$ cat src/hw/rtl/rcp_pkg.sv
// Shared types and constants of the rotator command parser.
// Used by rcp_front, rcp_job_queue, rcp_back and rotator_command_parser_unit.
package rcp_pkg;

    // Digits in an M or W number
    localparam int unsigned NUMBER_DIGITS = 3;

    // Job queue between parser and reply generator
    localparam int unsigned QUEUE_DEPTH = 4;
    localparam int unsigned QUEUE_AW    = 2;

    // Characters
    localparam logic [7:0] CH_CR    = 8'h0d;
    localparam logic [7:0] CH_LF    = 8'h0a;
    localparam logic [7:0] CH_PLUS  = 8'h2b;
    localparam logic [7:0] CH_SPACE = 8'h20;
    localparam logic [7:0] CH_ZERO  = 8'h30;
    localparam logic [7:0] CH_NINE  = 8'h39;
    localparam logic [7:0] CH_TWO   = 8'h32;
    localparam logic [7:0] CH_A     = 8'h41;
    localparam logic [7:0] CH_C     = 8'h43;
    localparam logic [7:0] CH_D     = 8'h44;
    localparam logic [7:0] CH_E     = 8'h45;
    localparam logic [7:0] CH_L     = 8'h4c;
    localparam logic [7:0] CH_M     = 8'h4d;
    localparam logic [7:0] CH_R     = 8'h52;
    localparam logic [7:0] CH_S     = 8'h53;
    localparam logic [7:0] CH_U     = 8'h55;
    localparam logic [7:0] CH_W     = 8'h57;
    localparam logic [7:0] CH_X     = 8'h58;

    // Telnet codes
    localparam logic [7:0] TN_IAC = 8'd255;
    localparam logic [7:0] TN_SB  = 8'd250;
    localparam logic [7:0] TN_SE  = 8'd240;
    localparam logic [7:0] TN_NOP = 8'd241;
    localparam logic [7:0] TN_AYT = 8'd246;

    localparam logic [9:0] AZ_MAX = 10'd999;

    // Parser states
    typedef enum logic [4:0] {
        ST_IDLE   = 5'd0,
        ST_IAC    = 5'd1,
        ST_SB     = 5'd2,
        ST_SB_IAC = 5'd3,
        ST_C      = 5'd4,
        ST_C2     = 5'd5,
        ST_W_AZ1  = 5'd6,
        ST_W_AZ   = 5'd7,
        ST_W_SP   = 5'd8,
        ST_W_EL1  = 5'd9,
        ST_W_EL   = 5'd10,
        ST_W_CR   = 5'd11,
        ST_ACK    = 5'd12,
        ST_M1     = 5'd13,
        ST_M      = 5'd14,
        ST_M_CR   = 5'd15,
        ST_X1     = 5'd16,
        ST_X_CR   = 5'd17
    } parse_state_t;

    // Reply sequence a job produces
    typedef enum logic [1:0] {
        RPL_NONE = 2'd0,  // flags only, one item without a byte
        RPL_ACK  = 2'd1,  // LF CR
        RPL_C    = 2'd2,  // +0ddd CR LF
        RPL_C2   = 2'd3   // +0ddd+0000 CR LF
    } reply_kind_t;

    // Last item index of each reply sequence
    localparam logic [3:0] LAST_NONE = 4'd0;
    localparam logic [3:0] LAST_ACK  = 4'd1;
    localparam logic [3:0] LAST_C    = 4'd6;
    localparam logic [3:0] LAST_C2   = 4'd11;

    // One parsed byte's work for the back end
    typedef struct packed {
        reply_kind_t kind;
        logic [9:0]  azimuth;        // saturated present azimuth for C replies
        logic        azimuth_valid;
        logic [9:0]  new_azimuth;
        logic        elevation_valid;
        logic [9:0]  new_elevation;
        logic        command_end;
        logic        unknown_byte;
    } job_t;

endpackage

$ cat src/hw/rtl/rcp_front.sv
// Parser front end: one received byte per cycle while accept is high, command state machine.
// Emits one rcp_pkg::job_t per byte that causes replies or flags.
module rcp_front (
    input  logic             aclk,
    input  logic             aresetn,
    input  logic             accept,
    input  logic [7:0]       rx_byte,
    input  logic [9:0]       current_azimuth,
    output logic             job_push,
    output rcp_pkg::job_t    job
);

    rcp_pkg::parse_state_t state_reg, state_next;
    logic [1:0] cnt_reg, cnt_next;
    logic [9:0] acc_reg, acc_next;

    logic       is_digit;
    logic [1:0] cnt_add;
    logic [9:0] acc_add;
    logic [9:0] acc_start;
    logic       done_start;
    logic       done_add;
    logic       cmd_end;
    logic       emit;

    // Digit helpers
    always_comb begin
        is_digit  = (rx_byte >= rcp_pkg::CH_ZERO) && (rx_byte <= rcp_pkg::CH_NINE);
        acc_start = {6'd0, rx_byte[3:0]};
        if (32'(cnt_reg) < rcp_pkg::NUMBER_DIGITS) begin
            acc_add = (acc_reg << 3) + (acc_reg << 1) + {6'd0, rx_byte[3:0]};
            cnt_add = cnt_reg + 2'd1;
        end else begin
            acc_add = acc_reg;
            cnt_add = cnt_reg;
        end
        done_start = (rcp_pkg::NUMBER_DIGITS <= 1);
        done_add   = (32'(cnt_add) >= rcp_pkg::NUMBER_DIGITS);
    end

    // Next state and job contents
    always_comb begin
        state_next = state_reg;
        cnt_next   = cnt_reg;
        acc_next   = acc_reg;
        cmd_end    = 1'b0;
        job                 = '0;
        job.kind            = rcp_pkg::RPL_NONE;
        job.azimuth         = (current_azimuth > rcp_pkg::AZ_MAX) ? rcp_pkg::AZ_MAX
                                                                  : current_azimuth;
        case (state_reg)
            rcp_pkg::ST_IDLE: begin
                if (rx_byte == rcp_pkg::TN_IAC) begin
                    state_next = rcp_pkg::ST_IAC;
                end else if (rx_byte == rcp_pkg::CH_C) begin
                    state_next = rcp_pkg::ST_C;
                end else if (rx_byte == rcp_pkg::CH_W) begin
                    state_next = rcp_pkg::ST_W_AZ1;
                end else if (rx_byte == rcp_pkg::CH_R || rx_byte == rcp_pkg::CH_L ||
                             rx_byte == rcp_pkg::CH_S || rx_byte == rcp_pkg::CH_A ||
                             rx_byte == rcp_pkg::CH_E || rx_byte == rcp_pkg::CH_U ||
                             rx_byte == rcp_pkg::CH_D) begin
                    state_next = rcp_pkg::ST_ACK;
                end else if (rx_byte == rcp_pkg::CH_M) begin
                    state_next = rcp_pkg::ST_M1;
                end else if (rx_byte == rcp_pkg::CH_X) begin
                    state_next = rcp_pkg::ST_X1;
                end else begin
                    job.unknown_byte = 1'b1;
                    cmd_end          = 1'b1;
                end
            end
            rcp_pkg::ST_IAC: begin
                if (rx_byte == rcp_pkg::TN_NOP || rx_byte == rcp_pkg::TN_IAC ||
                    rx_byte == rcp_pkg::TN_AYT) begin
                    state_next = rcp_pkg::ST_IDLE;
                end else if (rx_byte == rcp_pkg::TN_SB) begin
                    state_next = rcp_pkg::ST_SB;
                end else begin
                    job.unknown_byte = 1'b1;
                end
            end
            rcp_pkg::ST_SB: begin
                if (rx_byte == rcp_pkg::TN_IAC) state_next = rcp_pkg::ST_SB_IAC;
            end
            rcp_pkg::ST_SB_IAC: begin
                job.unknown_byte = (rx_byte != rcp_pkg::TN_SE);
                cmd_end          = 1'b1;
            end
            rcp_pkg::ST_C: begin
                if (rx_byte == rcp_pkg::CH_TWO) begin
                    state_next = rcp_pkg::ST_C2;
                end else begin
                    if (rx_byte == rcp_pkg::CH_CR) job.kind = rcp_pkg::RPL_C;
                    cmd_end = 1'b1;
                end
            end
            rcp_pkg::ST_C2: begin
                if (rx_byte == rcp_pkg::CH_CR) begin
                    job.kind = rcp_pkg::RPL_C2;
                    cmd_end  = 1'b1;
                end
            end
            rcp_pkg::ST_W_AZ1: begin
                if (is_digit) begin
                    cnt_next = 2'd1;
                    acc_next = acc_start;
                    if (done_start) begin
                        job.azimuth_valid = 1'b1;
                        job.new_azimuth   = acc_start;
                        state_next        = rcp_pkg::ST_W_SP;
                    end else begin
                        state_next = rcp_pkg::ST_W_AZ;
                    end
                end else begin
                    cmd_end = 1'b1;
                end
            end
            rcp_pkg::ST_W_EL1: begin
                if (is_digit) begin
                    cnt_next   = 2'd1;
                    acc_next   = acc_start;
                    state_next = done_start ? rcp_pkg::ST_W_CR : rcp_pkg::ST_W_EL;
                end else begin
                    cmd_end = 1'b1;
                end
            end
            rcp_pkg::ST_M1: begin
                if (is_digit) begin
                    cnt_next   = 2'd1;
                    acc_next   = acc_start;
                    state_next = done_start ? rcp_pkg::ST_M_CR : rcp_pkg::ST_M;
                end else begin
                    cmd_end = 1'b1;
                end
            end
            rcp_pkg::ST_W_AZ: begin
                // non-digits are skipped here
                if (is_digit) begin
                    cnt_next = cnt_add;
                    acc_next = acc_add;
                    if (done_add) begin
                        job.azimuth_valid = 1'b1;
                        job.new_azimuth   = acc_add;
                        state_next        = rcp_pkg::ST_W_SP;
                    end
                end else if (32'(cnt_reg) >= rcp_pkg::NUMBER_DIGITS) begin
                    job.azimuth_valid = 1'b1;
                    job.new_azimuth   = acc_reg;
                    state_next        = rcp_pkg::ST_W_SP;
                end
            end
            rcp_pkg::ST_W_SP: begin
                if (rx_byte == rcp_pkg::CH_SPACE) state_next = rcp_pkg::ST_W_EL1;
            end
            rcp_pkg::ST_W_EL: begin
                if (is_digit) begin
                    cnt_next = cnt_add;
                    acc_next = acc_add;
                    if (done_add) state_next = rcp_pkg::ST_W_CR;
                end else if (32'(cnt_reg) >= rcp_pkg::NUMBER_DIGITS) begin
                    state_next = rcp_pkg::ST_W_CR;
                end
            end
            rcp_pkg::ST_W_CR: begin
                if (rx_byte == rcp_pkg::CH_CR) begin
                    job.elevation_valid = 1'b1;
                    job.new_elevation   = acc_reg;
                    job.kind            = rcp_pkg::RPL_ACK;
                end
                cmd_end = 1'b1;
            end
            rcp_pkg::ST_M: begin
                if (is_digit) begin
                    cnt_next = cnt_add;
                    acc_next = acc_add;
                    if (done_add) state_next = rcp_pkg::ST_M_CR;
                end else begin
                    cmd_end = 1'b1;
                end
            end
            rcp_pkg::ST_M_CR: begin
                if (rx_byte == rcp_pkg::CH_CR) begin
                    job.azimuth_valid = 1'b1;
                    job.new_azimuth   = acc_reg;
                    job.kind          = rcp_pkg::RPL_ACK;
                end
                cmd_end = 1'b1;
            end
            rcp_pkg::ST_X1: begin
                if (is_digit) state_next = rcp_pkg::ST_X_CR;
                else          cmd_end    = 1'b1;
            end
            rcp_pkg::ST_ACK, rcp_pkg::ST_X_CR: begin
                if (rx_byte == rcp_pkg::CH_CR) job.kind = rcp_pkg::RPL_ACK;
                cmd_end = 1'b1;
            end
            default: begin
                job.unknown_byte = 1'b1;
                cmd_end          = 1'b1;
            end
        endcase

        // Command end drops back to idle with a cleared number
        if (cmd_end) begin
            state_next = rcp_pkg::ST_IDLE;
            cnt_next   = 2'd0;
            acc_next   = 10'd0;
        end
        job.command_end = cmd_end;

        emit = (job.kind != rcp_pkg::RPL_NONE) || job.azimuth_valid ||
               job.elevation_valid || job.command_end || job.unknown_byte;
        job_push = accept && emit;
    end

    // State registers
    always_ff @(posedge aclk) begin
        if (!aresetn) begin
            state_reg <= rcp_pkg::ST_IDLE;
            cnt_reg   <= 2'd0;
            acc_reg   <= 10'd0;
        end else if (accept) begin
            state_reg <= state_next;
            cnt_reg   <= cnt_next;
            acc_reg   <= acc_next;
        end
    end

endmodule

$ cat src/hw/rtl/rcp_job_queue.sv
// Short first-word-fall-through queue of parser jobs.
// Depends on rcp_pkg for job_t and the queue depth.
module rcp_job_queue (
    input  logic             aclk,
    input  logic             aresetn,
    input  logic             push,
    input  rcp_pkg::job_t    push_data,
    output logic             full,
    input  logic             pop,
    output logic             head_valid,
    output rcp_pkg::job_t    head_data
);

    rcp_pkg::job_t entry_reg [rcp_pkg::QUEUE_DEPTH];
    logic [rcp_pkg::QUEUE_AW-1:0] wr_ptr_reg, rd_ptr_reg;
    logic [rcp_pkg::QUEUE_AW:0]   count_reg, count_next;

    assign full       = (count_reg == (rcp_pkg::QUEUE_AW + 1)'(rcp_pkg::QUEUE_DEPTH));
    assign head_valid = (count_reg != '0);
    assign head_data  = entry_reg[rd_ptr_reg];

    // Occupancy
    always_comb begin
        count_next = count_reg;
        if (push && !pop) count_next = count_reg + 1'b1;
        if (pop && !push) count_next = count_reg - 1'b1;
    end

    // Pointers
    always_ff @(posedge aclk) begin
        if (!aresetn) begin
            wr_ptr_reg <= '0;
            rd_ptr_reg <= '0;
            count_reg  <= '0;
        end else begin
            if (push) wr_ptr_reg <= wr_ptr_reg + 1'b1;
            if (pop)  rd_ptr_reg <= rd_ptr_reg + 1'b1;
            count_reg <= count_next;
        end
    end

    // Storage
    always_ff @(posedge aclk) begin
        if (push) entry_reg[wr_ptr_reg] <= push_data;
    end

`ifndef SYNTHESIS
    a_no_overflow: assert property (@(posedge aclk) disable iff (!aresetn)
        full |-> !push || pop)
        else $error("job queue written while full");

    a_no_underflow: assert property (@(posedge aclk) disable iff (!aresetn)
        pop |-> head_valid)
        else $error("job queue read while empty");

    a_count_bound: assert property (@(posedge aclk) disable iff (!aresetn)
        count_reg <= (rcp_pkg::QUEUE_AW + 1)'(rcp_pkg::QUEUE_DEPTH))
        else $error("job queue count out of range");
`endif

endmodule

$ cat src/hw/rtl/rcp_back.sv
// Reply generator: expands each parser job into result items.
// Depends on rcp_pkg; holds the output register of the result channel.
module rcp_back (
    input  logic             aclk,
    input  logic             aresetn,
    input  logic             head_valid,
    input  rcp_pkg::job_t    head_data,
    output logic             pop,
    output logic             m_valid,
    input  logic             m_ready,
    output logic             m_has_reply,
    output logic [7:0]       m_reply_byte,
    output logic             m_last,
    output logic             m_azimuth_valid,
    output logic [9:0]       m_new_azimuth,
    output logic             m_elevation_valid,
    output logic [9:0]       m_new_elevation,
    output logic             m_command_end,
    output logic             m_unknown_byte
);

    rcp_pkg::job_t job_reg;
    logic          job_valid_reg;
    logic [3:0]    idx_reg;

    // Decimal digits of the azimuth, worked out one step per item
    logic [3:0] hund_reg, tens_reg, ones_reg;
    logic [6:0] rem_reg;
    logic [3:0] hund_calc, tens_calc, ones_calc;
    logic [6:0] rem_calc;
    logic [15:0] hund_prod;
    logic [14:0] tens_prod;

    logic       m_valid_reg;
    logic       gen;
    logic [3:0] last_idx;
    logic       is_last;
    logic       item_has;
    logic [7:0] item_byte;

    // Reciprocal multiplies: x*41>>12 = x/100 for x<1000, x*205>>11 = x/10 for x<100
    always_comb begin
        hund_prod = 16'(job_reg.azimuth) * 16'd41;
        hund_calc = hund_prod[15:12];
        rem_calc  = 7'(job_reg.azimuth - (10'(hund_reg) * 10'd100));
        tens_prod = 15'(rem_reg) * 15'd205;
        tens_calc = tens_prod[14:11];
        ones_calc = 4'(rem_reg - (7'(tens_reg) * 7'd10));
    end

    // Item byte for the current index
    always_comb begin
        item_has  = 1'b1;
        item_byte = 8'd0;
        last_idx  = rcp_pkg::LAST_NONE;
        case (job_reg.kind)
            rcp_pkg::RPL_NONE: begin
                item_has = 1'b0;
                last_idx = rcp_pkg::LAST_NONE;
            end
            rcp_pkg::RPL_ACK: begin
                last_idx  = rcp_pkg::LAST_ACK;
                item_byte = (idx_reg == 4'd0) ? rcp_pkg::CH_LF : rcp_pkg::CH_CR;
            end
            rcp_pkg::RPL_C, rcp_pkg::RPL_C2: begin
                last_idx = (job_reg.kind == rcp_pkg::RPL_C) ? rcp_pkg::LAST_C
                                                             : rcp_pkg::LAST_C2;
                if (idx_reg == last_idx) begin
                    item_byte = rcp_pkg::CH_LF;
                end else if (idx_reg == last_idx - 4'd1) begin
                    item_byte = rcp_pkg::CH_CR;
                end else begin
                    case (idx_reg)
                        4'd0, 4'd5: item_byte = rcp_pkg::CH_PLUS;
                        4'd2:       item_byte = rcp_pkg::CH_ZERO | {4'd0, hund_reg};
                        4'd3:       item_byte = rcp_pkg::CH_ZERO | {4'd0, tens_reg};
                        4'd4:       item_byte = rcp_pkg::CH_ZERO | {4'd0, ones_reg};
                        default:    item_byte = rcp_pkg::CH_ZERO;
                    endcase
                end
            end
            default: begin
                item_has = 1'b0;
            end
        endcase
        is_last = (idx_reg == last_idx);
    end

    // Handshake: produce an item whenever the output register frees up
    assign gen     = job_valid_reg && (!m_valid_reg || m_ready);
    assign pop     = head_valid && (!job_valid_reg || (gen && is_last));
    assign m_valid = m_valid_reg;

    // Job register and item index
    always_ff @(posedge aclk) begin
        if (!aresetn) begin
            job_valid_reg <= 1'b0;
            idx_reg       <= 4'd0;
        end else if (pop) begin
            job_valid_reg <= 1'b1;
            idx_reg       <= 4'd0;
        end else if (gen) begin
            if (is_last) job_valid_reg <= 1'b0;
            idx_reg <= idx_reg + 4'd1;
        end
    end

    always_ff @(posedge aclk) begin
        if (pop) job_reg <= head_data;
    end

    // Digit pipeline steps ride on the first four items
    always_ff @(posedge aclk) begin
        if (gen) begin
            case (idx_reg)
                4'd0:    hund_reg <= hund_calc;
                4'd1:    rem_reg  <= rem_calc;
                4'd2:    tens_reg <= tens_calc;
                4'd3:    ones_reg <= ones_calc;
                default: ;
            endcase
        end
    end

    // Output register
    always_ff @(posedge aclk) begin
        if (!aresetn) begin
            m_valid_reg <= 1'b0;
        end else if (gen) begin
            m_valid_reg <= 1'b1;
        end else if (m_ready) begin
            m_valid_reg <= 1'b0;
        end
    end

    always_ff @(posedge aclk) begin
        if (gen) begin
            m_has_reply       <= item_has;
            m_reply_byte      <= item_byte;
            m_last            <= is_last;
            m_azimuth_valid   <= is_last && job_reg.azimuth_valid;
            m_new_azimuth     <= is_last ? job_reg.new_azimuth : 10'd0;
            m_elevation_valid <= is_last && job_reg.elevation_valid;
            m_new_elevation   <= is_last ? job_reg.new_elevation : 10'd0;
            m_command_end     <= is_last && job_reg.command_end;
            m_unknown_byte    <= is_last && job_reg.unknown_byte;
        end
    end

endmodule

$ cat src/hw/rtl/rotator_command_parser_unit.sv
// Top level of the antenna rotator command parser.
// Instantiates rcp_front, rcp_job_queue and rcp_back; depends on rcp_pkg.
//
// Takes one received byte per item with the present azimuth, skips telnet IAC
// sequences, parses C, C2, M, W, X and single-letter commands, and emits result
// items: reply bytes ("+0ddd" CR LF, "+0ddd+0000" CR LF, or LF CR) with the
// decoded azimuth/elevation targets and end/unknown flags on the last item of
// each byte. The parser takes one byte per cycle while its four-entry job
// queue has room; the reply generator sends one result item per cycle while
// m_ready is high, so a byte costs one result item (flags only), two (LF CR
// acknowledge), seven (C) or twelve (C2) items on the result channel, and
// that output rate sets the sustained throughput when replies are long.
// Bytes that cause no result produce nothing.
module rotator_command_parser_unit (
    input  logic        aclk,
    input  logic        aresetn,
    input  logic        s_valid,
    output logic        s_ready,
    input  logic [7:0]  s_rx_byte,
    input  logic [9:0]  s_current_azimuth,
    output logic        m_valid,
    input  logic        m_ready,
    output logic        m_has_reply,
    output logic [7:0]  m_reply_byte,
    output logic        m_last,
    output logic        m_azimuth_valid,
    output logic [9:0]  m_new_azimuth,
    output logic        m_elevation_valid,
    output logic [9:0]  m_new_elevation,
    output logic        m_command_end,
    output logic        m_unknown_byte
);

    logic          q_full;
    logic          job_push;
    rcp_pkg::job_t job;
    logic          head_valid;
    rcp_pkg::job_t head_data;
    logic          pop;
    logic          accept;

    assign s_ready = !q_full;
    assign accept  = s_valid && s_ready;

    rcp_front u_front (
        .aclk            (aclk),
        .aresetn         (aresetn),
        .accept          (accept),
        .rx_byte         (s_rx_byte),
        .current_azimuth (s_current_azimuth),
        .job_push        (job_push),
        .job             (job)
    );

    rcp_job_queue u_queue (
        .aclk       (aclk),
        .aresetn    (aresetn),
        .push       (job_push),
        .push_data  (job),
        .full       (q_full),
        .pop        (pop),
        .head_valid (head_valid),
        .head_data  (head_data)
    );

    rcp_back u_back (
        .aclk              (aclk),
        .aresetn           (aresetn),
        .head_valid        (head_valid),
        .head_data         (head_data),
        .pop               (pop),
        .m_valid           (m_valid),
        .m_ready           (m_ready),
        .m_has_reply       (m_has_reply),
        .m_reply_byte      (m_reply_byte),
        .m_last            (m_last),
        .m_azimuth_valid   (m_azimuth_valid),
        .m_new_azimuth     (m_new_azimuth),
        .m_elevation_valid (m_elevation_valid),
        .m_new_elevation   (m_new_elevation),
        .m_command_end     (m_command_end),
        .m_unknown_byte    (m_unknown_byte)
    );

`ifndef SYNTHESIS
    a_flags_on_last: assert property (@(posedge aclk) disable iff (!aresetn)
        m_valid && !m_last |-> !m_azimuth_valid && !m_elevation_valid &&
                               !m_command_end && !m_unknown_byte)
        else $error("flags set on an item that is not the last");

    a_flag_item_alone: assert property (@(posedge aclk) disable iff (!aresetn)
        m_valid && !m_has_reply |-> m_last && m_reply_byte == 8'd0)
        else $error("item without reply byte is not a lone last item");

    a_targets_zero: assert property (@(posedge aclk) disable iff (!aresetn)
        m_valid |-> (m_azimuth_valid || m_new_azimuth == 10'd0) &&
                    (m_elevation_valid || m_new_elevation == 10'd0))
        else $error("target value without its valid bit");

    a_both_targets: assert property (@(posedge aclk) disable iff (!aresetn)
        m_valid |-> !(m_azimuth_valid && m_elevation_valid))
        else $error("azimuth and elevation targets on one item");
`endif

endmodule
$ cat config.mk
export PLATFORM = sky130hd
export DESIGN_NAME = rotator_command_parser_unit
export DESIGN_NICKNAME = d
export VERILOG_FILES = /design/src/hw/rtl/rcp_pkg.sv /design/src/hw/rtl/rcp_front.sv /design/src/hw/rtl/rcp_job_queue.sv /design/src/hw/rtl/rcp_back.sv /design/src/hw/rtl/rotator_command_parser_unit.sv
export SDC_FILE = /design/constraint.sdc
export NUM_CORES = 1
export LEC_CHECK = 0
export CAP_MARGIN = 20
export CORE_MARGIN = 2
export CORE_UTILIZATION = 36
export CTS_CLUSTER_SIZE = 14
export DETAILED_ROUTE_END_ITERATION = 8
export DONT_BUFFER_PORTS = 1
export GPL_TIMING_DRIVEN = 0
export PLACE_DENSITY = 0.49
export SLEW_MARGIN = 10
export SYNTH_ARGS = -nofsm -noshare
export SYNTH_HDL_FRONTEND = slang
export SYNTH_HIERARCHICAL = 1
export SYNTH_SLANG_ARGS = --single-unit
export TNS_END_PERCENT = 50
$ cat constraint.sdc
create_clock -name aclk -period 4.3 [get_ports aclk]
set_input_delay 0.86 -clock aclk [delete_from_list [all_inputs] [get_ports aclk]]
set_output_delay 0.86 -clock aclk [all_outputs]
set_load 0.02 [all_outputs]
Yosys cells after proc, flatten, opt, wreduce, memory -nomap -nowiden
Memories as Yosys holds them, arrays and structs flattened. A register that Yosys moved wholly into a read port is not among the register bits.
Index checks and enable logic that the tools add are counted.
{ "classes": {"addsub": 11, "n_mul": 4, "div": 0, "magnitude_cmp": 6, "n_eq_ne": 65, "n_shift": 0, "muxes": 77, "bitwise_logic": 1, "n_reduce_logical": 58} }
{ "op_table": {"columns": ["op", "count"], "rows": [
  ["5-bit 2-to-1 mux", 24],
  ["8-bit by 7-bit == test with 1-bit output (second input constant)", 11],
  ["5-bit one-hot mux with 12 select lines", 1],
  ["11-bit 2-to-1 mux", 5],
  ["10-bit 2-to-1 mux", 5],
  ["5-bit by 4-bit == test with 1-bit output (second input constant)", 8],
  ["3-bit by 1-bit != test with 1-bit output (second input constant)", 11],
  ["8-bit == test (second input constant)", 4],
  ["11-bit one-hot mux with 2 select lines", 1],
  ["5-bit by 3-bit == test with 1-bit output (second input constant)", 4],
  ["1-bit 2-to-1 mux", 20],
  ["10-bit one-hot mux with 2 select lines", 1],
  ["5-bit one-hot mux with 4 select lines", 1],
  ["17-bit AND reduction", 1],
  ["8-bit by 6-bit == test with 1-bit output (second input constant)", 2],
  ["10-bit by 6-bit multiplier with 16-bit output (second input constant)", 1],
  ["8-bit 2-to-1 mux", 2],
  ["8-bit one-hot mux with 2 select lines", 1],
  ["7-bit by 8-bit multiplier with 15-bit output (second input constant)", 1],
  ["15-bit OR reduction", 1],
  ["1-bit logical OR", 14],
  ["2-bit 2-to-1 mux", 7],
  ["13-bit nonzero test", 1],
  ["4-bit == test", 3],
  ["51 further kinds", 92]
]} }
{ "totals": {"ff_bits": 83, "latch_bits": 0, "ramBits": 144, "mem_bits_ro": 0, "inputBits": 22, "output_inout_bits": 36, "wordCells": 245, "n_memories": 1} }
{ "memory_table": {"columns": ["name", "depth", "width", "read_ports", "rd_ports_with_merged_regs", "wr", "line_no", "rtl"], "rows": [
  ["u_queue.entry_reg", 4, 36, 1, 1, 1, "rcp_job_queue.sv:14", "rcp_pkg::job_t entry_reg [rcp_pkg::QUEUE_DEPTH];"]
]} }

Longest topological paths before layout
Gate-level depths: netlist of run 1.
{ "logic_depth": {"depth_word": 18, "depth_mapped": 15} }

Cells and area by module
The synthesis of run 1 kept the hierarchy.
{ "by_module_without_submodules": {"columns": ["module", "instances", "cells_per_inst", "area_each_um2", "seq_area_each_um2"], "rows": [
  ["rcp_job_queue", 1, 230, 5691.7, 4504.3],
  ["rcp_back", 1, 419, 5377.7, 2732.6],
  ["rcp_front", 1, 321, 2356.0, 340.3],
  ["rotator_command_parser_unit", 1, 2, 10.0, 0.0]
]} }

Worst setup path after synthesis of run 1
Ideal clock, no wire load.
{ "synth_path": {"path_type": "register -> register", "start": "register u_back/job_reg[34] (netlist name)", "end": "register u_queue/count_reg[2] (netlist name)", "setup_time_ps": 76, "t_arrival_ps": 3915, "required_time_ps": 4224, "setup_slack_ps": 309, "stages_incl_launch_ff": 12, "n_path_buf": 1, "synth_period_minus_slack_ps": 3991, "cell_sequence": "edfxtp_1 -> buf_4 -> nor2b_1 -> nand3_2 -> o22ai_4 -> a21oi_1 -> nor2_1 -> ha_1 -> fa_1 -> xnor2_1 -> or3_1 -> a21boi_0"} }
{ "synth_via": {"elab_chain_cells": 10, "elab_cells_between_ends": 16, "classes_between": "eq/ne: 4; mux: 3; reduce/logical: 9"} }
{ "synth_lines": {"columns": ["item", "line_no", "rtl"], "rows": [
  ["2-bit == test, on equally long branches", "rcp_back.sv:56, rcp_back.sv:66", null],
  ["4-bit 2-to-1 mux or 2-bit OR reduction (tied branches)", "rcp_back.sv:66, rcp_back.sv:56", null],
  ["4-bit one-hot mux with 3 select lines (*)", "rcp_back.sv:56", "case (job_reg.kind)"],
  ["4-bit == test (*)", "rcp_back.sv:86", "is_last = (idx_reg == last_idx);"],
  ["1-bit logical AND (*)", "rcp_back.sv:91", "assign pop = head_valid && (!job_valid_reg || (gen && is_last));"],
  ["1-bit logical OR (*)", "rcp_back.sv:91", null],
  ["1-bit logical AND (*)", "rcp_back.sv:91", null],
  ["via pop", "rotator_command_parser_unit.sv:39", "logic pop;"],
  ["1-bit zero test", "rcp_job_queue.sv:25", "if (push && !pop) count_next = count_reg + 1'b1;"],
  ["1-bit logical AND", "rcp_job_queue.sv:25", null],
  ["2-bit nonzero test (no source line)", null, null],
  ["to (signal assigned)", "rcp_job_queue.sv:38", "count_reg <= count_next;"],
  ["to (decl)", "rcp_job_queue.sv:16", "logic [rcp_pkg::QUEUE_AW:0] count_reg, count_next;"]
]} }
The timed path passes the listed nets; every way through them passes the cells marked *.
A chain may end at the register's enable or synchronous reset.

Worst setup path in the final report of run 1
{ "layout_path": {"start": "register u_front.state_reg[0]", "end": "register u_queue/count_reg[2] (netlist name)"} }
{ "layout_via": {"elab_chain_cells": 12, "elab_cells_between_ends": 38, "classes_between": "eq/ne: 17; mux: 6; reduce/logical: 15"} }
{ "layout_lines": {"columns": ["item", "line_no", "rtl"], "rows": [
  ["from (decl)", "rcp_front.sv:13", "rcp_pkg::parse_state_t state_reg, state_next;"],
  ["from (signal assigned)", "rcp_front.sv:220", "state_reg <= rcp_pkg::ST_IDLE;"],
  ["from (signal assigned)", "rcp_front.sv:224", "state_reg <= state_next;"],
  ["5-bit by 4-bit == test with 1-bit output or 5-bit == test (tied branches)", "rcp_front.sv:51", "case (state_reg)"],
  ["4-bit OR reduction (no source line)", null, null],
  ["2-bit one-hot mux with 3 select lines", "rcp_front.sv:51", null],
  ["2-bit nonzero test", "rcp_front.sv:212", "emit = (job.kind != rcp_pkg::RPL_NONE) || job.azimuth_valid ||"],
  ["1-bit logical OR (2 in series)", "rcp_front.sv:212", null],
  ["1-bit logical OR", "rcp_front.sv:213", "job.elevation_valid || job.command_end || job.unknown_byte;"],
  ["1-bit logical OR (*)", "rcp_front.sv:213", null],
  ["1-bit logical AND (*)", "rcp_front.sv:214", "job_push = accept && emit;"],
  ["via job_push", "rotator_command_parser_unit.sv:35", "logic job_push;"],
  ["1-bit zero test", "rcp_job_queue.sv:26", "if (pop && !push) count_next = count_reg - 1'b1;"],
  ["1-bit logical AND", "rcp_job_queue.sv:26", null],
  ["3-bit 2-to-1 mux or 2-bit nonzero test (tied branches)", null, null]
]} }
Marked as above.

==> impl_results.html, run 1 <==
<table>
<tr><th>Metric</th><th>Value</th></tr>
<tr><th colspan="2">Route</th></tr>
<tr><td>DRC violation count after routing</td><td>0</td></tr>
<tr><td>Detailed-route wire length per cell</td><td>18.2 um</td></tr>
<tr><td>First-pass iteration count of the detailed router</td><td>5</td></tr>
<tr><td>Number of nets with antenna violations after detailed routing</td><td>0</td></tr>
<tr><td>Via-to-Cell Ratio</td><td>5.16</td></tr>
<tr><td>Vias after detailed routing</td><td>7760</td></tr>
<tr><td>Final WL</td><td>27300 um</td></tr>
<tr><td>Iteration-0 DRC count of the detailed router</td><td>386</td></tr>
<tr><th colspan="2">Die</th></tr>
<tr><td>Std cell rows</td><td>70</td></tr>
<tr><td>Die extent in y</td><td>197 um</td></tr>
<tr><td>I/O pin total</td><td>58</td></tr>
<tr><td>Floorplan die area</td><td>0.0389 sq mm</td></tr>
<tr><td>DIE WIDTH</td><td>197 um</td></tr>
<tr><td>Std-Cell Core Area</td><td>0.0367 sq mm</td></tr>
<tr><td>Initial core utilization</td><td>36.6%</td></tr>
<tr><th colspan="2">Power</th></tr>
<tr><td>Pleak</td><td>5.57 nW</td></tr>
<tr><td>Total power of the final layout</td><td>9.87 mW</td></tr>
<tr><td>Maximum VDD drop</td><td>0.333 mV</td></tr>
<tr><td>Power density over the cells</td><td>649 mW/mm^2</td></tr>
<tr><th colspan="2">Timing</th></tr>
<tr><td>Max-slew violation total from the final report</td><td>0</td></tr>
<tr><td>Slew at the pin closest to its max-slew limit</td><td>985 ps</td></tr>
<tr><td>Rel. slew slack</td><td>34.4%</td></tr>
<tr><td>Final Cycle Share</td><td>92.2%</td></tr>
<tr><td>Setup Viol. Count Final</td><td>0</td></tr>
<tr><td>Hold violation count in the final report</td><td>0</td></tr>
<tr><td>Fmax</td><td>252 MHz</td></tr>
<tr><td>Final clock skew</td><td>23.4 ps</td></tr>
<tr><td>Worst setup margin</td><td>336 ps</td></tr>
<tr><td>RSZ-0062 raised after global routing</td><td>false</td></tr>
<tr><td>Final critical-path required period</td><td>3960 ps</td></tr>
<tr><th colspan="2">Setup path</th></tr>
<tr><td>Cell Chain, Critical Path</td><td>clkbuf_1 &gt; clkbuf_2 &gt; clkbuf_2 &gt; nor4b_1 &gt; a2bb2oi_1 &gt; nor2_1 &gt; nor3b_1 &gt; nor2_1 &gt; inv_1 &gt; ha_1 &gt; fa_1 &gt; xnor2_1 &gt; or3_1 &gt; a21boi_0</td></tr>
<tr><td>Number of cell instances on the worst register-to-register path</td><td>14</td></tr>
<tr><td>Launching element type of the critical path</td><td>flop</td></tr>
<tr><td>Worst Path Required</td><td>4780 ps</td></tr>
<tr><td>Kind of end point of the critical path</td><td>flop</td></tr>
<tr><td>Cell with the biggest individual delay on the critical path</td><td>sky130_fd_sc_hd__nor4b_1</td></tr>
<tr><td>Critical Path Max Stage Delay</td><td>410 ps</td></tr>
<tr><td>Critical setup path kind</td><td>reg2reg</td></tr>
<tr><td>Max Fanout on Critical Path</td><td>10</td></tr>
<tr><td>Critical path data arrival time</td><td>4440 ps</td></tr>
<tr><th colspan="2">Finish</th></tr>
<tr><td>Max FFs per register</td><td>144</td></tr>
<tr><td>Fraction of layout cells with a size suffix above 1</td><td>12.8%</td></tr>
<tr><td>Area Growth Syn to Fin</td><td>13.3%</td></tr>
<tr><td>Antenna cell count</td><td>0</td></tr>
<tr><td>Number of nets in the final layout</td><td>1146</td></tr>
<tr><td>Fillers</td><td>3395</td></tr>
<tr><th colspan="2">Clocking</th></tr>
<tr><td>Master cell of the clock root buffer</td><td>sky130_fd_sc_hd__clkbuf_16</td></tr>
<tr><td>Total clock buffers created by CTS</td><td>30</td></tr>
<tr><td>Level count of the clock H-tree</td><td>1</td></tr>
<tr><td>Max Root-Sink Buffers</td><td>3</td></tr>
<tr><td>Clock transition at the register clock pins on the worst setup and hold paths after CTS</td><td>60 ps</td></tr>
<tr><td>Setup Buffers After CTS</td><td>0</td></tr>
<tr><td>CTS tree</td><td>done</td></tr>
<tr><td>Clock net sink count</td><td>263</td></tr>
<tr><td>Clock latency on the worst-skew pair</td><td>570 ps</td></tr>
<tr><th colspan="2">Synthesis</th></tr>
<tr><td>Largest cells by area after synthesis</td><td>sky130_fd_sc_hd__edfxtp_1, sky130_fd_sc_hd__ha_1, sky130_fd_sc_hd__mux4_2, sky130_fd_sc_hd__dfxtp_1, sky130_fd_sc_hd__fa_1</td></tr>
<tr><td>Synth Flop Type</td><td>sky130_fd_sc_hd__edfxtp_1</td></tr>
<tr><td>Dominant cell by count in the synthesized netlist</td><td>sky130_fd_sc_hd__edfxtp_1</td></tr>
<tr><td>Number of enable-type register cells in the synthesized netlist</td><td>231</td></tr>
<tr><td>Share of flip-flops with an asynchronous set or reset after synthesis</td><td>0%</td></tr>
<tr><td>Seq cells post-synth</td><td>263</td></tr>
<tr><td>Post-synthesis instance area</td><td>0.0134 sq mm</td></tr>
<tr><td>Count of different cell masters after synthesis</td><td>88</td></tr>
<tr><td>Post-Synthesis Mean Instance Area</td><td>13.8 sq um</td></tr>
<tr><td>Area share of the leading cell type in the synthesized netlist</td><td>51.6%</td></tr>
<tr><td>Cell accounting for the most synthesized area</td><td>sky130_fd_sc_hd__edfxtp_1</td></tr>
<tr><td>Most common library cells after synthesis</td><td>sky130_fd_sc_hd__edfxtp_1, sky130_fd_sc_hd__ha_1, sky130_fd_sc_hd__inv_1</td></tr>
<tr><td>Number of cells produced by synthesis</td><td>972</td></tr>
<tr><td>Warnings, synthesis</td><td>6</td></tr>
<tr><td>Post-synthesis sequential area ratio</td><td>56.4%</td></tr>
<tr><th colspan="2">Job</th></tr>
<tr><td>Max cap viols</td><td>0</td></tr>
<tr><th colspan="2">GRT</th></tr>
<tr><td>Grt ovf</td><td>0</td></tr>
<tr><td>Via count of the first global-routing pass</td><td>7747</td></tr>
<tr><td>Number of antenna violations at the first check in global routing</td><td>0</td></tr>
<tr><td>Largest net degree at the start of global routing</td><td>32</td></tr>
<tr><td>Total global-route track usage</td><td>14.4%</td></tr>
<tr><td>First-pass GRT wire length</td><td>43700 um</td></tr>
<tr><th colspan="2">Worst hold path</th></tr>
<tr><td>Count of cells along the worst hold path</td><td>1</td></tr>
<tr><td>Class of the most critical hold timing path</td><td>in2reg</td></tr>
<tr><th colspan="2">Placed design</th></tr>
<tr><td>Last weighted congestion value of the routability-driven placer</td><td>0.899</td></tr>
<tr><td>Dpl ws</td><td>-108 ps</td></tr>
<tr><td>Port-buffer cells</td><td>0</td></tr>
<tr><td>Half-perimeter wire length after placement</td><td>19600 um</td></tr>
<tr><th colspan="2">Status</th></tr>
<tr><td>Result of the run</td><td>finished clean</td></tr>
</table>
-- cells by family (layout without fill, tap and decap cells) --
| kind of cell | after synthesis | after routing | share of synthesized area [%] |
|---|---|---|---|
| AO/OA/AOI/OAI | 157 | 157 | 8.69 |
| buffers and inverters | 115 | 177 | 3.96 |
| other | 1 | 2 | 0.0279 |
| XOR/XNOR | 35 | 35 | 2.28 |
| AND/OR/NAND/NOR | 245 | 245 | 10.4 |
| flip-flops | 263 | 263 | 56.4 |
| multiplexers | 43 | 43 | 6.72 |
| adder cells (fa/ha/maj) | 113 | 113 | 11.5 |
-- area by class of cell --
class | count | area (sq um) | share of cell area [%]
repair buffers | 6 | 135 | 0.888
clock inverters | 22 | 274 | 1.80
multi-input cells | 595 | 5340 | 35.1
plain buffers | 43 | 265 | 1.74
clock buffers | 34 | 766 | 5.03
inverters | 72 | 270 | 1.78
well taps | 468 | 586 | 3.85
flip-flops and latches | 263 | 7580 | 49.8
-- worst max-delay path, delay by kind of cell, from the launching register on --
family | cells | cell delay [ps]
simple gates | 5 | 1320
buf+inv | 4 | 1090
fa+ha+maj | 2 | 610
compound gates | 2 | 370
flops | 1 | 350
xor+xnor | 1 | 140
-- report_power, final --
group | internal (mW) | switching, mW
registers | 3.58 | 0.371
logic | 1.50 | 1.77
clock network | 1.64 | 1.01
-- cells in the final DEF (no fill, tap or decap), types with 6 or more instances in the layout --
master | synthesis | final
sky130_fd_sc_hd__fa_1 | 17 | 17
sky130_fd_sc_hd__mux4_2 | 30 | 30
sky130_fd_sc_hd__clkinv_1 | 1 | 8
sky130_fd_sc_hd__ha_1 | 96 | 96
sky130_fd_sc_hd__nand2b_1 | 10 | 10
sky130_fd_sc_hd__a22o_1 | 9 | 9
sky130_fd_sc_hd__nand3_1 | 23 | 23
sky130_fd_sc_hd__clkbuf_1 | 22 | 24
sky130_fd_sc_hd__dfxtp_1 | 32 | 32
sky130_fd_sc_hd__mux2i_1 | 7 | 7
sky130_fd_sc_hd__nor3_1 | 9 | 9
sky130_fd_sc_hd__o21ai_0 | 22 | 22
sky130_fd_sc_hd__buf_2 | 6 | 6
sky130_fd_sc_hd__nand4_1 | 6 | 6
sky130_fd_sc_hd__a21oi_1 | 29 | 29
sky130_fd_sc_hd__bufinv_16 | 0 | 6
sky130_fd_sc_hd__clkbuf_16 | 0 | 30
sky130_fd_sc_hd__a21o_1 | 7 | 7
sky130_fd_sc_hd__mux4_1 | 6 | 6
sky130_fd_sc_hd__xnor2_1 | 25 | 25
sky130_fd_sc_hd__nand3b_1 | 8 | 8
sky130_fd_sc_hd__inv_1 | 69 | 69
sky130_fd_sc_hd__nor2_1 | 35 | 34
sky130_fd_sc_hd__a211oi_1 | 6 | 6
sky130_fd_sc_hd__edfxtp_1 | 231 | 231
sky130_fd_sc_hd__a31oi_1 | 9 | 9
sky130_fd_sc_hd__o21a_1 | 7 | 7
sky130_fd_sc_hd__buf_12 | 3 | 7
sky130_fd_sc_hd__o21ai_1 | 8 | 8
sky130_fd_sc_hd__nand2_1 | 41 | 41
sky130_fd_sc_hd__and2_1 | 49 | 45
sky130_fd_sc_hd__and3_1 | 8 | 8
sky130_fd_sc_hd__nor2b_1 | 16 | 16
sky130_fd_sc_hd__xor2_1 | 10 | 10
-- worst paths after layout --
check                                     startpoint              endpoint  slack (ps)
worst max-delay path            u_front/state_reg[0]  u_queue/count_reg[2]         340
worst min-delay path                         aresetn  u_queue/count_reg[0]         420
worst max register to register  u_front/state_reg[0]  u_queue/count_reg[2]         340
worst min register to register    u_front/acc_reg[9]    u_front/acc_reg[9]         480
-- routing by layer --
layer | vias to the layer above | track usage [%] | wire length [um]
met1 | 3825 | 20.3 | 13300
met2 | 145 | 22.9 | 12500
li1 | 3743 | - | -
met4 | 0 | 4.57 | 636
met3 | 47 | 1.96 | 959
met5 | - | 0 | 0
-- per-stage QoR --
step | area (sq um) | cells | utilization (%) | hold WS (ps) | TNS, ps
3_5_place_dp | 14200 | 1447 | 38.6 | 483 | -273
3_3_place_gp | 14000 | 1441 | 38.2 | 480 | -146590
5_1_grt | 15200 | 1503 | 41.5 | 394 | 0
6_report | 15200 | 1503 | 41.5 | 421 | 0
2_1_floorplan | 13400 | 973 | - | 446 | 0
4_1_cts | 15200 | 1503 | 41.5 | 382 | 0
-- what timing repair did --
| item | in CTS | in global routing |
|---|---|---|
| gates resized for setup | 0 | 3 |
| setup endpoints to repair | 0 | 60 |
| hold buffers | 0 | 0 |
Note: power is estimated with default switching activity, not from simulation.
==> inputs of run 2 (changes only) <==
- clock period: 4.3 -> 5.1 ns (I/O delays scaled with it)
==> run 2 against run 1 <==
Against the previous run:
- die area did not move
- final cell count is the same
- largest power group unchanged
- count of clock-buffer cells in the layout unchanged
- sequential share of layout area barely moved
- total power down 16%
- non-clock buffer count did not move
- routed wire length barely moved
- sequential cell count stayed put
- clock skew shrank 1.3 ps
- hold slack better by 63 ps
- first-iteration DRC count down 5.2%
==> impl_results.html, run 2 (synthesis gave the netlist of run 1 again) <==
<table>
<tr><th>Metric</th><th>Value</th></tr>
<tr><th colspan="2">Clocking</th></tr>
<tr><td>Clock net sink count</td><td>263</td></tr>
<tr><td>Count of cells resized by post-cts repair</td><td>0</td></tr>
<tr><td>CTS tree</td><td>done</td></tr>
<tr><td>Level count of the clock H-tree</td><td>1</td></tr>
<tr><td>Hold_buf cts</td><td>0</td></tr>
<tr><td>Setup Buffers After CTS</td><td>0</td></tr>
<tr><td>Total clock buffers created by CTS</td><td>30</td></tr>
<tr><td>Max Root-Sink Buffers</td><td>3</td></tr>
<tr><td>Master cell of the clock root buffer</td><td>sky130_fd_sc_hd__clkbuf_16</td></tr>
<tr><td>Clock transition at the register clock pins on the worst setup and hold paths after CTS</td><td>60 ps</td></tr>
<tr><td>Clock latency on the worst-skew pair</td><td>570 ps</td></tr>
<tr><th colspan="2">Placed design</th></tr>
<tr><td>Total placed instance area</td><td>0.0142 sq mm</td></tr>
<tr><td>Last weighted congestion value of the routability-driven placer</td><td>0.899</td></tr>
<tr><td>Port-buffer cells</td><td>0</td></tr>
<tr><td>Total instance count after detailed placement</td><td>1447</td></tr>
<tr><td>Dpl ws</td><td>532 ps</td></tr>
<tr><td>Half-perimeter wire length after placement</td><td>19600 um</td></tr>
<tr><th colspan="2">Status</th></tr>
<tr><td>Result of the run</td><td>finished clean</td></tr>
<tr><th colspan="2">Timing</th></tr>
<tr><td>RSZ-0062 raised after global routing</td><td>false</td></tr>
<tr><td>Final TNS setup</td><td>0 ps</td></tr>
<tr><td>Slew at the pin closest to its max-slew limit</td><td>997 ps</td></tr>
<tr><td>Setup Viol. Count Final</td><td>0</td></tr>
<tr><td>Rel. slew slack</td><td>33.5%</td></tr>
<tr><td>Final clock skew</td><td>22.1 ps</td></tr>
<tr><td>Final critical-path required period</td><td>4240 ps</td></tr>
<tr><td>Final-layout worst hold slack</td><td>483 ps</td></tr>
<tr><td>Max-slew violation total from the final report</td><td>0</td></tr>
<tr><td>Worst setup margin</td><td>863 ps</td></tr>
<tr><td>Final Cycle Share</td><td>83.1%</td></tr>
<tr><td>Fmax</td><td>236 MHz</td></tr>
<tr><td>Hold violation count in the final report</td><td>0</td></tr>
<tr><th colspan="2">Finish</th></tr>
<tr><td>Antenna cell count</td><td>0</td></tr>
<tr><td>Most common cell after layout, fill and taps aside</td><td>sky130_fd_sc_hd__edfxtp_1</td></tr>
<tr><td>Max FFs per register</td><td>144</td></tr>
<tr><td>Cell area after layout</td><td>0.0152 sq mm</td></tr>
<tr><td>Final non-filler cell total</td><td>1503</td></tr>
<tr><td>Number of nets in the final layout</td><td>1146</td></tr>
<tr><td>Commonest cells after routing, fill and taps aside</td><td>sky130_fd_sc_hd__edfxtp_1, sky130_fd_sc_hd__ha_1, sky130_fd_sc_hd__inv_1, sky130_fd_sc_hd__and2_1, sky130_fd_sc_hd__nand2_1</td></tr>
<tr><td>Area Growth Syn to Fin</td><td>13.2%</td></tr>
<tr><td>Fraction of layout cells with a size suffix above 1</td><td>12.6%</td></tr>
<tr><td>Final core utilization</td><td>41.5%</td></tr>
<tr><th colspan="2">Job</th></tr>
<tr><td>Max cap viols</td><td>0</td></tr>
<tr><th colspan="2">Power</th></tr>
<tr><td>Switching power share of the total</td><td>31.9%</td></tr>
<tr><td>Clk pwr share</td><td>26.8%</td></tr>
<tr><td>Pleak</td><td>5.56 nW</td></tr>
<tr><td>Combinational cell fraction of total power</td><td>33.2%</td></tr>
<tr><td>Maximum VDD drop</td><td>0.280 mV</td></tr>
<tr><td>Total power of the final layout</td><td>8.32 mW</td></tr>
<tr><td>Power density over the cells</td><td>547 mW/mm^2</td></tr>
<tr><td>Sequential Power Share</td><td>40.0%</td></tr>
<tr><td>Net Sw Power</td><td>2.66 mW</td></tr>
<tr><td>Internal portion of total power</td><td>5.66 mW</td></tr>
<tr><th colspan="2">Setup path</th></tr>
<tr><td>Critical Path Max Stage Delay</td><td>460 ps</td></tr>
<tr><td>Worst Path Required</td><td>5580 ps</td></tr>
<tr><td>Cell with the biggest individual delay on the critical path</td><td>sky130_fd_sc_hd__buf_1</td></tr>
<tr><td>Critical setup path kind</td><td>reg2reg</td></tr>
<tr><td>Kind of end point of the critical path</td><td>flop</td></tr>
<tr><td>Dominant delay contributor by cell family on the critical path</td><td>buffers and inverters</td></tr>
<tr><td>Max Fanout on Critical Path</td><td>10</td></tr>
<tr><td>Bufs and invs on worst path</td><td>4</td></tr>
<tr><td>Cell Chain, Critical Path</td><td>clkbuf_1 &gt; clkbuf_1 &gt; buf_1 &gt; nor4b_1 &gt; a2bb2oi_1 &gt; nor2_1 &gt; nor3b_1 &gt; nor2_1 &gt; inv_1 &gt; ha_1 &gt; fa_1 &gt; xnor2_1 &gt; or3_1 &gt; a21boi_0</td></tr>
<tr><td>Launching element type of the critical path</td><td>flop</td></tr>
<tr><td>Critical path data arrival time</td><td>4710 ps</td></tr>
<tr><th colspan="2">GRT</th></tr>
<tr><td>First-pass GRT wire length</td><td>43700 um</td></tr>
<tr><td>Total global-route track usage</td><td>14.4%</td></tr>
<tr><td>Grt ovf</td><td>0</td></tr>
<tr><td>Largest net degree at the start of global routing</td><td>32</td></tr>
<tr><td>Via count of the first global-routing pass</td><td>7747</td></tr>
<tr><td>Number of antenna violations at the first check in global routing</td><td>0</td></tr>
<tr><th colspan="2">Route</th></tr>
<tr><td>Vias after detailed routing</td><td>7736</td></tr>
<tr><td>Iteration-0 DRC count of the detailed router</td><td>366</td></tr>
<tr><td>Detailed-route wire length per cell</td><td>18.2 um</td></tr>
<tr><td>DRC violation count after routing</td><td>0</td></tr>
<tr><td>Total met3 wirelength after detailed routing</td><td>973 um</td></tr>
<tr><td>Routed metal-1 wire length</td><td>13300 um</td></tr>
<tr><td>Highest layer used for signal routing</td><td>met4</td></tr>
<tr><td>First-pass iteration count of the detailed router</td><td>5</td></tr>
<tr><td>Routed wire length on met2</td><td>12400 um</td></tr>
<tr><td>Via-to-Cell Ratio</td><td>5.15</td></tr>
<tr><td>Number of nets with antenna violations after detailed routing</td><td>0</td></tr>
<tr><td>Final WL</td><td>27300 um</td></tr>
<tr><th colspan="2">Die</th></tr>
<tr><td>Die extent in y</td><td>197 um</td></tr>
<tr><td>DIE WIDTH</td><td>197 um</td></tr>
<tr><td>Std-Cell Core Area</td><td>0.0367 sq mm</td></tr>
<tr><td>I/O pin total</td><td>58</td></tr>
<tr><td>Std cell rows</td><td>70</td></tr>
<tr><td>Initial core utilization</td><td>36.6%</td></tr>
<tr><td>Floorplan die area</td><td>0.0389 sq mm</td></tr>
<tr><th colspan="2">Worst hold path</th></tr>
<tr><td>Class of the most critical hold timing path</td><td>reg2reg</td></tr>
</table>
[run 2: metal layers]
metal,up-vias,GRT usage [%]
li1,3745,-
met1,3801,20.3
met2,142,22.9
met3,48,1.96
met4,0,4.57
met5,-,0
[run 2: power groups by stage]
stage / clock network, mW / logic [mW] / registers, mW
after global routing: 2.38 / 3.16 / 3.38
after global placement: 0 / 2.71 / 3.41
after floorplan: 0 / 2.13 / 3.31
final: 2.23 / 2.76 / 3.33
after detailed placement: 0 / 2.82 / 3.39
after CTS: 2.30 / 2.85 / 3.34
[run 2: worst register-to-register path: stages (launching register included)]
cell	delay, ps
sky130_fd_sc_hd__dfxtp_1	340
sky130_fd_sc_hd__clkbuf_1	360
sky130_fd_sc_hd__clkbuf_1	450
sky130_fd_sc_hd__buf_1	460
sky130_fd_sc_hd__nor4b_1	420
sky130_fd_sc_hd__a2bb2oi_1	200
sky130_fd_sc_hd__nor2_1	80
sky130_fd_sc_hd__nor3b_1	150
sky130_fd_sc_hd__nor2_1	380
sky130_fd_sc_hd__inv_1	90
sky130_fd_sc_hd__ha_1	230
sky130_fd_sc_hd__fa_1	380
sky130_fd_sc_hd__xnor2_1	140
sky130_fd_sc_hd__or3_1	300
sky130_fd_sc_hd__a21boi_0	160
[run 2: final cells by class]
class	instances	area [sq um]
clock buffers	34	766
plain buffers	43	263
inverters	72	270
flip-flops and latches	263	7580
fillers	3394	21500
multi-input cells	595	5340
well taps	468	586
clock inverters	22	274
repair buffers	6	135
[run 2: worst paths after layout]
check / startpoint / to / slack (ps) / depth (start not counted)
max: u_front/state_reg[0] / u_queue/count_reg[2] / 860 / 14
min: u_front/acc_reg[9] / u_front/acc_reg[9] / 480 / 1
max reg2reg: u_front/state_reg[0] / u_queue/count_reg[2] / 860 / 14
min reg2reg: u_front/acc_reg[9] / u_front/acc_reg[9] / 480 / 1
==> inputs of run 3 (changes only) <==
- clock period: 5.1 -> 3.9 ns (I/O delays scaled with it)
==> run 3 against run 2 <==
Against the previous run:
- non-clock buffer count up 1
- total power up 29%
- utilization about the same
- clock power up 25%
- clock skew down 4.0 ps
- first-iteration DRC count up 12%
==> impl_results.html, run 3 (synthesis gave the netlist of run 1 again) <==
<table>
<tr><th>Metric</th><th>Value</th></tr>
<tr><th colspan="2">Status</th></tr>
<tr><td>Result of the run</td><td>finished clean</td></tr>
<tr><th colspan="2">Finish</th></tr>
<tr><td>Antenna cell count</td><td>0</td></tr>
<tr><td>Fraction of layout cells with a size suffix above 1</td><td>13.4%</td></tr>
<tr><td>Number of nets in the final layout</td><td>1147</td></tr>
<tr><td>Area Growth Syn to Fin</td><td>13.1%</td></tr>
<tr><td>Most common cell after layout, fill and taps aside</td><td>sky130_fd_sc_hd__edfxtp_1</td></tr>
<tr><td>Final core utilization</td><td>41.4%</td></tr>
<tr><td>Fillers</td><td>3365</td></tr>
<tr><td>Commonest cells after routing, fill and taps aside</td><td>sky130_fd_sc_hd__edfxtp_1, sky130_fd_sc_hd__ha_1, sky130_fd_sc_hd__inv_1, sky130_fd_sc_hd__and2_1, sky130_fd_sc_hd__nand2_1</td></tr>
<tr><td>Max FFs per register</td><td>144</td></tr>
<tr><th colspan="2">Setup path</th></tr>
<tr><td>End of the worst register-to-register path</td><td>u_back/tens_reg[2]</td></tr>
<tr><td>Kind of end point of the critical path</td><td>flop</td></tr>
<tr><td>Flop-to-flop setup slack</td><td>220 ps</td></tr>
<tr><td>Launching element type of the critical path</td><td>flop</td></tr>
<tr><td>Critical path data arrival time</td><td>3960 ps</td></tr>
<tr><td>Number of cell instances on the worst register-to-register path</td><td>11</td></tr>
<tr><td>Worst Path Required</td><td>4180 ps</td></tr>
<tr><td>Max Fanout on Critical Path</td><td>4</td></tr>
<tr><td>Worst r2r src</td><td>u_back/rem_reg[4]</td></tr>
<tr><td>Critical setup path kind</td><td>reg2reg</td></tr>
<tr><th colspan="2">Job</th></tr>
<tr><td>Max cap viols</td><td>0</td></tr>
<tr><th colspan="2">Die</th></tr>
<tr><td>DIE WIDTH</td><td>197 um</td></tr>
<tr><td>Std cell rows</td><td>70</td></tr>
<tr><td>I/O pin total</td><td>58</td></tr>
<tr><td>Std-Cell Core Area</td><td>0.0367 sq mm</td></tr>
<tr><td>Die extent in y</td><td>197 um</td></tr>
<tr><td>Floorplan die area</td><td>0.0389 sq mm</td></tr>
<tr><td>Initial core utilization</td><td>36.6%</td></tr>
<tr><th colspan="2">GRT</th></tr>
<tr><td>Via count of the first global-routing pass</td><td>7798</td></tr>
<tr><td>First-pass GRT wire length</td><td>44100 um</td></tr>
<tr><td>Largest net degree at the start of global routing</td><td>32</td></tr>
<tr><td>Grt ovf</td><td>0</td></tr>
<tr><td>Total global-route track usage</td><td>14.4%</td></tr>
<tr><td>Number of antenna violations at the first check in global routing</td><td>0</td></tr>
<tr><th colspan="2">Worst hold path</th></tr>
<tr><td>Worst hold path endpoint</td><td>u_queue/count_reg[0]</td></tr>
<tr><td>Class of the most critical hold timing path</td><td>in2reg</td></tr>
<tr><td>Worst hold path startpoint</td><td>aresetn</td></tr>
<tr><td>Count of cells along the worst hold path</td><td>1</td></tr>
<tr><th colspan="2">Clocking</th></tr>
<tr><td>Clock net sink count</td><td>263</td></tr>
<tr><td>Master cell of the clock root buffer</td><td>sky130_fd_sc_hd__clkbuf_16</td></tr>
<tr><td>Level count of the clock H-tree</td><td>1</td></tr>
<tr><td>Clock latency on the worst-skew pair</td><td>550 ps</td></tr>
<tr><td>Setup Buffers After CTS</td><td>0</td></tr>
<tr><td>Total clock buffers created by CTS</td><td>30</td></tr>
<tr><td>CTS tree</td><td>done</td></tr>
<tr><td>Max Root-Sink Buffers</td><td>3</td></tr>
<tr><td>Clock transition at the register clock pins on the worst setup and hold paths after CTS</td><td>60 ps</td></tr>
<tr><th colspan="2">Route</th></tr>
<tr><td>Final WL</td><td>27300 um</td></tr>
<tr><td>Number of nets with antenna violations after detailed routing</td><td>0</td></tr>
<tr><td>Iteration-0 DRC count of the detailed router</td><td>411</td></tr>
<tr><td>Detailed-route wire length per cell</td><td>18.2 um</td></tr>
<tr><td>DRC violation count after routing</td><td>0</td></tr>
<tr><td>Vias after detailed routing</td><td>7763</td></tr>
<tr><td>Via-to-Cell Ratio</td><td>5.16</td></tr>
<tr><td>First-pass iteration count of the detailed router</td><td>5</td></tr>
<tr><th colspan="2">Placed design</th></tr>
<tr><td>Port-buffer cells</td><td>0</td></tr>
<tr><td>Half-perimeter wire length after placement</td><td>19500 um</td></tr>
<tr><td>Last weighted congestion value of the routability-driven placer</td><td>0.904</td></tr>
<tr><td>Dpl ws</td><td>-513 ps</td></tr>
<tr><th colspan="2">Power</th></tr>
<tr><td>Power density over the cells</td><td>708 mW/mm^2</td></tr>
<tr><td>Maximum VDD drop</td><td>0.291 mV</td></tr>
<tr><td>Pleak</td><td>5.58 nW</td></tr>
<tr><th colspan="2">Timing</th></tr>
<tr><td>Setup Viol. Count Final</td><td>0</td></tr>
<tr><td>Max-slew violation total from the final report</td><td>0</td></tr>
<tr><td>Final clock skew</td><td>18.1 ps</td></tr>
<tr><td>Slew at the pin closest to its max-slew limit</td><td>705 ps</td></tr>
<tr><td>Hold violation count in the final report</td><td>0</td></tr>
<tr><td>Fmax</td><td>272 MHz</td></tr>
<tr><td>Final-layout worst hold slack</td><td>357 ps</td></tr>
<tr><td>RSZ-0062 raised after global routing</td><td>false</td></tr>
<tr><td>Final Cycle Share</td><td>94.3%</td></tr>
<tr><td>Final TNS setup</td><td>0 ps</td></tr>
<tr><td>Worst setup margin</td><td>223 ps</td></tr>
<tr><td>Rel. slew slack</td><td>53.0%</td></tr>
<tr><td>Final critical-path required period</td><td>3680 ps</td></tr>
</table>
[run 3: changes by cell type in the layout (fill, tap and decap cells not counted), moves of 3 or more]
cell | previous run | this run
sky130_fd_sc_hd__clkbuf_8 | 0 | 4
sky130_fd_sc_hd__clkbuf_2 | 3 | 7
sky130_fd_sc_hd__bufinv_16 | 6 | 3
sky130_fd_sc_hd__clkinv_1 | 8 | 3
[run 3: final cells by class]
class	count	area [sq um]	share of cell area (%)
Inverter	72	270	1.78
Timing Repair Buffer	7	143	0.939
Buffer	43	269	1.77
Clock buffer	43	840	5.52
Clock inverter	13	158	1.04
Sequential cell	263	7580	49.9
Multi-Input combinational cell	595	5350	35.2
Tap cell	468	586	3.85
[run 3: report_power, final]
group	switching [mW]	internal (mW)	leakage (nW)
Clock	1.10	1.69	0.482
Combinational	1.97	1.66	2.67
Sequential	0.406	3.94	2.42
[run 3: worst max-delay path, stage by stage (launching register included)]
cell and delay (ps):
sky130_fd_sc_hd__edfxtp_1 450, sky130_fd_sc_hd__ha_1 330, sky130_fd_sc_hd__ha_1 290, sky130_fd_sc_hd__fa_1 510, sky130_fd_sc_hd__inv_1 50, sky130_fd_sc_hd__fa_1 510
sky130_fd_sc_hd__inv_1 40, sky130_fd_sc_hd__ha_1 210, sky130_fd_sc_hd__o311ai_2 350, sky130_fd_sc_hd__a21boi_1 180, sky130_fd_sc_hd__o21a_1 220, sky130_fd_sc_hd__o32a_1 270
[run 3: through the flow]
step | power, mW | std cells | instance area, sq um
2_1_floorplan | 7.11 | 973 | 13400
3_3_place_gp | 7.99 | 1441 | 14000
3_5_place_dp | 8.11 | 1447 | 14200
4_1_cts | 11.0 | 1503 | 15200
5_1_grt | 11.6 | 1504 | 15200
6_report | 10.8 | 1504 | 15200
[run 3: how the worst max path moves through the flow]
stage / startpoint / to / cells after the start
CTS: u_front/state_reg[0] / u_queue/count_reg[2] / 14
global placement: s_rx_byte[3] / u_queue/entry_reg[2][7] / 10
detailed placement: s_rx_byte[3] / u_queue/count_reg[2] / 15
finish: u_back/rem_reg[4] / u_back/tens_reg[2] / 11
floorplan: s_rx_byte[3] / u_queue/entry_reg[0][0] / 10
global route: u_back/rem_reg[4] / u_back/tens_reg[2] / 11
[run 3: layer usage]
| metal | share of wire [%] | vias to the layer above | global-route usage [%] |
|---|---|---|---|
| met4 | 1.5 | 0 | 3.15 |
| li1 | - | 3759 | - |
| met2 | 47 | 126 | 23.3 |
| met5 | 0 | - | 0 |
| met1 | 49 | 3849 | 20.6 |
| met3 | 3.3 | 29 | 1.96 |
[run 3: repair_timing]
item	CTS	global route
setup endpoints to repair	60	60
hold buffers	0	0
resized for setup	3	8
